File: config.mk
export PLATFORM = sky130hd
export DESIGN_NAME = ibs_ctrl
export DESIGN_NICKNAME = d
export VERILOG_FILES = /design/src/rtl/ibs_pkg.sv /design/src/rtl/ibs_ctrl.sv
export VERILOG_INCLUDE_DIRS = /design/src /design/src/rtl
export SDC_FILE = /design/constraint.sdc
export NUM_CORES = 1
export LEC_CHECK = 0
export ABC_AREA = 1
export BUFFER_PORTS_ARGS = -buffer_cell sky130_fd_sc_hd__buf_2
export CORE_AREA = 3 3 40 42
export CTS_BUF_LIST = sky130_fd_sc_hd__clkbuf_2
export CTS_CLUSTER_DIAMETER = 200
export DETAILED_ROUTE_END_ITERATION = 8
export DIE_AREA = 0 0 43 45
export MAX_ROUTING_LAYER = met4
export PLACE_DENSITY_LB_ADDON = 0.12
export SLEW_MARGIN = 20
export SYNTH_ARGS = -nofsm -noshare
export SYNTH_HDL_FRONTEND = slang
export SYNTH_SLANG_ARGS = --single-unit
File: constraint.sdc
create_clock -name clk_i -period 1.04 [get_ports clk_i]
set_clock_uncertainty 0.05 [all_clocks]
set_input_delay 0.208 -clock clk_i [delete_from_list [all_inputs] [get_ports clk_i]]
set_output_delay 0.208 -clock clk_i [all_outputs]
set_load 0.05 [all_outputs]
File: src/rtl/incremental_bounding_sphere_assert.svh
// Assertion macros shared by the sphere block
`ifndef INCREMENTAL_BOUNDING_SPHERE_ASSERT_SVH
`define INCREMENTAL_BOUNDING_SPHERE_ASSERT_SVH

// Implication checked on every rising clock edge outside reset
`define IBS_ASSERT_IMP(label, clk, rst_n, lhs, rhs) \
  label: assert property (@(posedge clk) disable iff (!rst_n) (lhs) |-> (rhs)) \
    else $error("assertion failed");

// Implication whose consequent is checked in the cycle after the antecedent
`define IBS_ASSERT_NEXT(label, clk, rst_n, lhs, rhs) \
  label: assert property (@(posedge clk) disable iff (!rst_n) (lhs) |=> (rhs)) \
    else $error("assertion failed");

`endif

File: src/rtl/ibs_pkg.sv
package ibs_pkg;

  localparam int unsigned CoordW   = 32;
  localparam int unsigned RadiusW  = 31;
  localparam int unsigned MagW     = 33;
  localparam int unsigned SumW     = 68;
  localparam int unsigned RootW    = 35;
  localparam int unsigned DistW    = 35;
  localparam int unsigned NumW     = 70;
  localparam int unsigned QuotW    = 70;
  localparam int unsigned CntW     = 7;
  localparam logic [RadiusW-1:0] RadiusMax = '1;

  typedef enum logic [3:0] {
    ST_IDLE,
    ST_DIFF,
    ST_SQ,
    ST_CMP,
    ST_SQRT,
    ST_NEWR,
    ST_MUL,
    ST_DIV,
    ST_UPD,
    ST_OUT
  } state_e;

  typedef struct packed {
    logic load;
    logic diff;
    logic square;
    logic sqrt_init;
    logic sqrt_step;
    logic new_radius;
    logic mul_axis;
    logic div_init;
    logic div_step;
    logic upd_axis;
    logic next_axis;
  } cmd_t;

  typedef struct packed {
    logic first;
    logic grow;
    logic sq_last;
    logic sqrt_done;
    logic delta_zero;
    logic div_done;
    logic axis_last;
  } status_t;

endpackage

File: src/rtl/ibs_ctrl.sv
`include "incremental_bounding_sphere_assert.svh"

module ibs_ctrl (
  input  logic             clk_i,
  input  logic             rst_ni,
  input  logic             in_valid_i,
  output logic             in_ready_o,
  output logic             out_valid_o,
  input  logic             out_ready_i,
  output ibs_pkg::cmd_t    cmd_o,
  input  ibs_pkg::status_t status_i
);

  ibs_pkg::state_e state_q, state_d;

  always_ff @(posedge clk_i or negedge rst_ni) begin
    if (!rst_ni) begin
      state_q <= ibs_pkg::ST_IDLE;
    end else begin
      state_q <= state_d;
    end
  end

  always_comb begin
    state_d = state_q;
    unique case (state_q)
      ibs_pkg::ST_IDLE: if (in_valid_i) state_d = ibs_pkg::ST_DIFF;
      ibs_pkg::ST_DIFF: begin
        state_d = status_i.first ? ibs_pkg::ST_OUT : ibs_pkg::ST_SQ;
      end
      ibs_pkg::ST_SQ: if (status_i.sq_last) state_d = ibs_pkg::ST_CMP;
      ibs_pkg::ST_CMP: state_d = status_i.grow ? ibs_pkg::ST_SQRT : ibs_pkg::ST_OUT;
      ibs_pkg::ST_SQRT: if (status_i.sqrt_done) state_d = ibs_pkg::ST_NEWR;
      ibs_pkg::ST_NEWR: state_d = ibs_pkg::ST_MUL;
      ibs_pkg::ST_MUL: begin
        state_d = status_i.delta_zero ? ibs_pkg::ST_OUT : ibs_pkg::ST_DIV;
      end
      ibs_pkg::ST_DIV: if (status_i.div_done) state_d = ibs_pkg::ST_UPD;
      ibs_pkg::ST_UPD: begin
        state_d = status_i.axis_last ? ibs_pkg::ST_OUT : ibs_pkg::ST_MUL;
      end
      ibs_pkg::ST_OUT: if (out_ready_i) state_d = ibs_pkg::ST_IDLE;
      default: state_d = ibs_pkg::ST_IDLE;
    endcase
  end

  always_comb begin
    cmd_o       = '0;
    in_ready_o  = 1'b0;
    out_valid_o = 1'b0;
    unique case (state_q)
      ibs_pkg::ST_IDLE: begin
        in_ready_o = 1'b1;
        cmd_o.load = in_valid_i;
      end
      ibs_pkg::ST_DIFF: cmd_o.diff = 1'b1;
      ibs_pkg::ST_SQ:   cmd_o.square = 1'b1;
      ibs_pkg::ST_CMP:  cmd_o.sqrt_init = status_i.grow;
      ibs_pkg::ST_SQRT: cmd_o.sqrt_step = 1'b1;
      ibs_pkg::ST_NEWR: cmd_o.new_radius = 1'b1;
      ibs_pkg::ST_MUL: begin
        cmd_o.mul_axis = 1'b1;
        cmd_o.div_init = 1'b1;
      end
      ibs_pkg::ST_DIV: cmd_o.div_step = 1'b1;
      ibs_pkg::ST_UPD: begin
        cmd_o.upd_axis  = 1'b1;
        cmd_o.next_axis = 1'b1;
      end
      ibs_pkg::ST_OUT: out_valid_o = 1'b1;
      default: ;
    endcase
  end

  `IBS_ASSERT_IMP(a_hs_excl, clk_i, rst_ni, in_ready_o, !out_valid_o)
  `IBS_ASSERT_NEXT(a_out_hold, clk_i, rst_ni, out_valid_o && !out_ready_i, out_valid_o)
  `IBS_ASSERT_NEXT(a_take, clk_i, rst_ni, in_valid_i && in_ready_o, state_q == ibs_pkg::ST_DIFF)

endmodule

==> summary.md, run 1 <==
| Metric | Value |
|---|---|
| Cells after synthesis | 85 |
| Part of the cycle the worst path needs | 155.0% |
| Routed WL | 1645 µm |
| Leak Pwr | slightly below 0.6 nW |
| N_diodes | 0 |
| Sum Neg Setup Slack | -8649 ps |
| Die width | 43 µm |
| Largest stage delay, worst path | 390 ps |
| Setup Crit Path Kind | register to primary output |
| Clk Latency, worst-skew pair | 230 ps |
| Worst path cell trace | buf_6 > nor2_4 > nand2_2 > clkinvlp_4 > buf_8 |
| Syn. warnings | 0 |
| Vias per Instance | 4.626 |
| Overflow left after global routing | 0 |
| Initial Util | 37.10% |
| Post-synthesis sequential area ratio | 21.00% |
| CTS buffer count | 3 |
| Pre-CTS WS | -443.6 ps |
| Minimum clock period | 1612 ps |
| Crit path capture type | primary output |
| Biggest register | state_q |
| Slowest CP cell | dfrtp_1 |
| Max reg flops | 4 |
| Rel. slew slack | 85.21% |
| Initial antenna violation count | 0 |
| Status | finished with violations |
| Die area | 1935 µm² |
| Clock buffer depth | 2 |
| Top Ports | 24 |
| Layout cells sized above 1 | 65.15% |
| DRC | 0 |
| Tot Pwr | 0.002951 W |
| Final Core Density | between 80% and 90% |
| Post-layout nets | about 140 |
| Root buf cell | clkbuf_2 |
| Final number of setup-violating endpoints | 17 |
| Overall Global Routing Usage | 18.43% |
| Worst hold path class | input port to async pin |
| Port bufs | 23 |
| Worst Path Required | 780 ps |
| Hpwl dp | 1097 µm |
| Share of the synthesized area in the top cell type | 22.05% |
| Final Hold Fails | 0 |
| Placer Congestion | around 0.8 |
| Fmax achieved | between 0.6 and 0.7 GHz |
| Initial drt markers | 5 |
| Iteration count of the initial detailed-routing pass | 4 |
| Rows | 13 |
| Crit path DAT | approximately 1400 ps |
| Syn Area/Cell | approximately 5.6 µm² |
| Failing checks | negative setup slack |
| Syn nets | 96 |
| Clock Sinks | 4 |
| CP max FO | 6 |
| CTS HTree Levels | 1 |
| Slew @ Worst Pin | 221.3 ps |
| Routed length per instance | 11.19 µm |
| Pin count of the biggest net entering global routing | 7 |
| RSZ-0062 raised after global routing | true |
| #FFs+latches synth | 4 |
| Critical path launch point type | register |
| Post-synthesis cell type count | 16 |
| Cell area after synthesis | between 400 and 500 µm² |
| Number of max-cap violations | 0 |
| Clock Pin Slew Worst Setup and Hold Paths | 70 ps |
| Leading area contributor after synthesis | nand2_1 |
| Max rail drop VDD | approximately 2.2 mV |
| Final setup margin | -571.7 ps |
| Area Growth Syn to Fin | 121.8% |
| Global-route wire length before repair | 2546 µm |
| Regs by FF count | state_q x4 |
| Final Slew Violations | 0 |
| Synth top area cells | nand2_1 (22%), dfrtp_1 (21%), inv_1 (16%) |
| Core Area | roughly 1300 µm² |
| CTS tree | built |
| Chip height | approximately 45 µm |
| Vias | between 600 and 700 |
| Pwr/cell area | around 2800 nW/µm² |
| Post-DRT Antenna Nets | 0 |
| R2R depth | 10 |
| Vias in the first global route | 644 |
[cells by family after synthesis]
logic type	count (synthesis)	share of synthesized area, %
compound gates	2	3.151
buf+inv	26	22.04
flops	4	21.00
simple gates	53	53.80
[layout by cell type (no fill, tap or decap), types with 4 or more instances in the layout]
master,Yosys,layout
inv_1,20,12
nand2_1,28,20
buf_4,2,16
clkbuf_2,0,4
clkinvlp_4,0,7
nor2_4,1,9
buf_6,0,9
nand3_1,9,7
inv_2,4,4
buf_8,0,9
nand2_2,1,6
buf_2,0,10
[final cells by class]
type	instances	area, µm²
tap	15	18.77
clock buffer	4	20.02
fill	83	227.7
sequential	4	103.9
inverter	24	118.9
timing repair buffer	45	416.7
multi-input combinational	55	379.1
[through the flow]
| stage | area, µm² | std cells | hold slack, ps |
|---|---|---|---|
| floorplan | 544.3 | 85 | -137.6 |
| global placement | 764.5 | 136 | -35.78 |
| detailed placement | 764.5 | 136 | -33.28 |
| CTS | 1015 | 144 | 273.9 |
| global route | 1057 | 147 | 291.2 |
| finish | 1057 | 147 | 255.4 |
[synthesized netlist by cell type, drive strengths merged]
cell type / count
nand3: 10
nor3: 1
nand2: 29
dfrtp: 4
inv: 24
o21bai: 1
buf: 2
nor2: 11
nand3b: 2
o211ai: 1
[where the power goes]
part	switching, W	leakage, nW	internal (W)	total, W
Combinational	0.00138	0.526	0.00103	0.00241
Sequential	0.000122	0.0475	0.000229	0.000351
Clock	0.0000845	0.0166	0.000102	0.000186
Total	0.00159	0.590	0.00136	0.00295
[worst paths after layout]
| check | startpoint | to | slack [ps] |
|---|---|---|---|
| worst max-delay path | state_q[3]$_DFFE_PN0P_ | cmd_o[4] | -570 |
| worst min-delay path | rst_ni | state_q[3]$_DFFE_PN0P_ | 260 |
| worst max register to register | state_q[3]$_DFFE_PN0P_ | state_q[3]$_DFFE_PN0P_ | -530 |
| worst min register to register | state_q[1]$_DFFE_PN0P_ | state_q[3]$_DFFE_PN0P_ | 690 |
| max in group asynchronous | rst_ni | state_q[1]$_DFFE_PN0P_ | 530 |
| min in group clk_i | out_ready_i | state_q[3]$_DFFE_PN0P_ | 300 |
[worst max-delay path: cells and delay by family (launching register included)]
family        cells  cell delay [ps]
buf+inv           3              400
simple gates      2              320
flops             1              390
[timing repair]
action | 4_1_cts | 5_1_grt
setup endpoints to repair | 17 | 17
gates resized for setup | 57 | 5
pin swaps | 4 | 6
setup buffers | 3 | 3
hold endpoints to repair | 4 | 0
hold buffers | 1 | 0
[metal layers]
layer | vias up | global-route usage [%] | wire [µm]
met2 | 27 | 35.03 | 858
met1 | 298 | 17.32 | 628
met3 | 11 | 3.187 | 77
met5 | - | - | 0
li1 | 344 | - | -
met4 | 0 | 10.84 | 80
Power figures use the tool's default switching activity.
==> run 2, diff against run 1 <==
--- a/config.mk
+++ b/config.mk
@@ -13,7 +13,6 @@
 export CTS_CLUSTER_DIAMETER = 200
 export DETAILED_ROUTE_END_ITERATION = 8
 export DIE_AREA = 0 0 43 45
-export MAX_ROUTING_LAYER = met4
 export PLACE_DENSITY_LB_ADDON = 0.12
 export SLEW_MARGIN = 20
 export SYNTH_ARGS = -nofsm -noshare
==> constraint.sdc (replaced) <==
create_clock -name clk_i -period 1.04 [get_ports clk_i]
set_clock_uncertainty 0.05 [all_clocks]
set_input_delay 0.208 -clock clk_i [delete_from_list [all_inputs] [get_ports clk_i]]
set_output_delay 0.208 -clock clk_i [all_outputs]
set_load 0.01 [all_outputs]
==> run 2 against run 1 <==
Compared with the run above: first-iteration DRC count grew 80%; critical path depth shrank 1; non-clock buffer count shrank 11; sequential share of layout area grew 3.4 points; cell count shrank 7.5%; the run still ends with negative setup slack left; highest routed layer is now met3; fmax grew 14%; routed wire length shrank 22%; sequential power grew 2%; clock power shrank 10%.
==> summary.md, run 2 (synthesis results as in run 1) <==
| Metric | Value |
|---|---|
| Status | finished with violations |
| Failing checks | negative setup slack |
| CTS tree | built |
| DRC | 0 |
| Slew @ Worst Pin | between 200 and 250 ps |
| CP max FO | 6 |
| CTS buffer count | 3 |
| Final Hold Fails | 0 |
| CP bufs+invs | 2 |
| Worst Path Required | 780 ps |
| Initial drt markers | 9 |
| Top Ports | 24 |
| Max rail drop VDD | 1.099 mV |
| Iteration count of the initial detailed-routing pass | 4 |
| Die area | 1935 µm² |
| Core Area | between 1000 and 1500 µm² |
| Number of max-cap violations | 0 |
| Clk Latency, worst-skew pair | ~200 ps |
| CP top delay family | flip-flops |
| Routed WL | 1287 µm |
| Rel. slew slack | a little under nine tenths |
| Leak Pwr | 0.5470 nW |
| Pwr/cell area | 2399 nW/µm² |
| Final setup margin | -370.7 ps |
| Largest stage delay, worst path | ~470 ps |
| Routed length per instance | 9.463 µm |
| Vias per Instance | 4.419 |
| Commonest non-fill, non-tap cell in the layout | nand2_1 |
| Crit path DAT | 1150 ps |
| Overall Global Routing Usage | between 10 and 15% |
| Post-layout nets | approximately 130 |
| Clock Sinks | 4 |
| Minimum clock period | 1411 ps |
| Fmax achieved | 0.7089 GHz |
| Chip height | approximately 45 µm |
| Clock buffer depth | 2 |
| Final Core Density | 62.03% |
| Initial Util | 37.10% |
| Critical path launch point type | register |
| Vias in the first global route | 534 |
| Biggest register | state_q |
| Sequential cell area | 105.1 µm² |
| Slowest CP cell | dfrtp_2 |
| Rows | 13 |
| Die width | 43 µm |
| RSZ-0062 raised after global routing | true |
| Multi-input logic area | between 300 and 400 µm² |
| Tot Pwr | 0.001912 W |
| Max reg flops | 4 |
| Worst hold path class | input port to async pin |
| Area Growth Syn to Fin | 67.19% |
| Worst path cell trace | nor2_4 > nand2_1 > inv_2 > buf_6 |
| Part of the cycle the worst path needs | 135.6% |
| Regs by FF count | state_q x4 |
| Final number of setup-violating endpoints | 17 |
| Placer Congestion | 0.8084 |
| Root buf cell | clkbuf_2 |
| Sum Neg Setup Slack | -5701 ps |
| Vias | roughly 600 |
| Hpwl dp | a little under 1000 µm |
| Final Slew Violations | 0 |
| N_diodes | 0 |
| Initial antenna violation count | 0 |
| Overflow left after global routing | 0 |
| CTS HTree Levels | 1 |
| Crit path capture type | primary output |
| Pin count of the biggest net entering global routing | 8 |
| Port bufs | 23 |
| Layout cells sized above 1 | 57.02% |
| Clock Pin Slew Worst Setup and Hold Paths | about 50 ps |
| Post-DRT Antenna Nets | 0 |
| Filler cell count | 126 |
| Commonest cells after routing, fill and taps aside | nand2_1 (25), buf_2 (19), inv_1 (16) |
| Setup Crit Path Kind | register to primary output |
| Global-route wire length before repair | 2097 µm |
[run 2: changes by cell type in the layout (fill, tap and decap cells not counted), moves of 5 or more]
cell,delta
buf_8,-9
clkinvlp_4,-7
buf_2,+9
nand2_1,+5
buf_4,-9
[run 2: metal layers]
metal,share of wire [%],GRT usage (%)
met5,0,0
met1,44,17.39
met3,6.3,2.789
met2,49,25.15
met4,0,3.614
[run 2: path summary, 6_finish.rpt]
check	start	to	slack, ps	cells after the start
max	state_q[0]$_DFFE_PN0P_	cmd_o[0]	-370	4
min	rst_ni	state_q[0]$_DFFE_PN0P_	280	2
max reg2reg	state_q[3]$_DFFE_PN0P_	state_q[2]$_DFFE_PN0P_	-310	7
min reg2reg	state_q[2]$_DFFE_PN0P_	state_q[3]$_DFFE_PN0P_	680	3
max in group asynchronous	rst_ni	state_q[1]$_DFFE_PN0P_	520	2
min in group clk_i	out_ready_i	state_q[3]$_DFFE_PN0P_	290	3
[run 2: final cells by class]
class | instances | share of cell area, %
Multi-Input combinational cell | 55 | 40.97
Timing Repair Buffer | 34 | 29.67
Sequential cell | 4 | 13.19
Inverter | 24 | 11.30
Clock buffer | 4 | 2.512
Tap cell | 15 | 2.355
[run 2: worst reg2reg max path: stages, from the launching register on]
cell and delay, ps:
dfrtp_2 440, nor2_4 210, buf_4 160, nand3_1 100
nand3_2 120, nor2_4 50, nand2_1 60, nand2_1 50
[run 2: per-stage QoR]
step	hold slack, ps	cell area (µm²)	std cells	setup WS (ps)
after floorplan	-137.6	489.2	85	-115.5
after global placement	-33.96	611.8	122	-266.3
after detailed placement	-34.70	611.8	122	-273.6
after CTS	279.0	744.5	135	-376.6
after global routing	292.0	797.0	136	-453.7
final	283.5	797.0	136	-370.7
[run 2: report_power, final]
group	leakage (nW)	total (W)	internal, W	switching, W
Sequential	0.0461	0.000358	0.000232	0.000127
Clock	0.0166	0.000167	0.000102	0.0000658
Combinational	0.484	0.00139	0.000645	0.000741
Total	0.547	0.00191	0.000978	0.000934
[run 2: timing repair]
item                                    4_1_cts  5_1_grt
endpoints found under the hold margin         4        0
endpoints found under the setup margin       17       17
buffers inserted                              8        1
resized for setup                            11       13
hold buffers                                  1        0
pin swaps                                     8       10
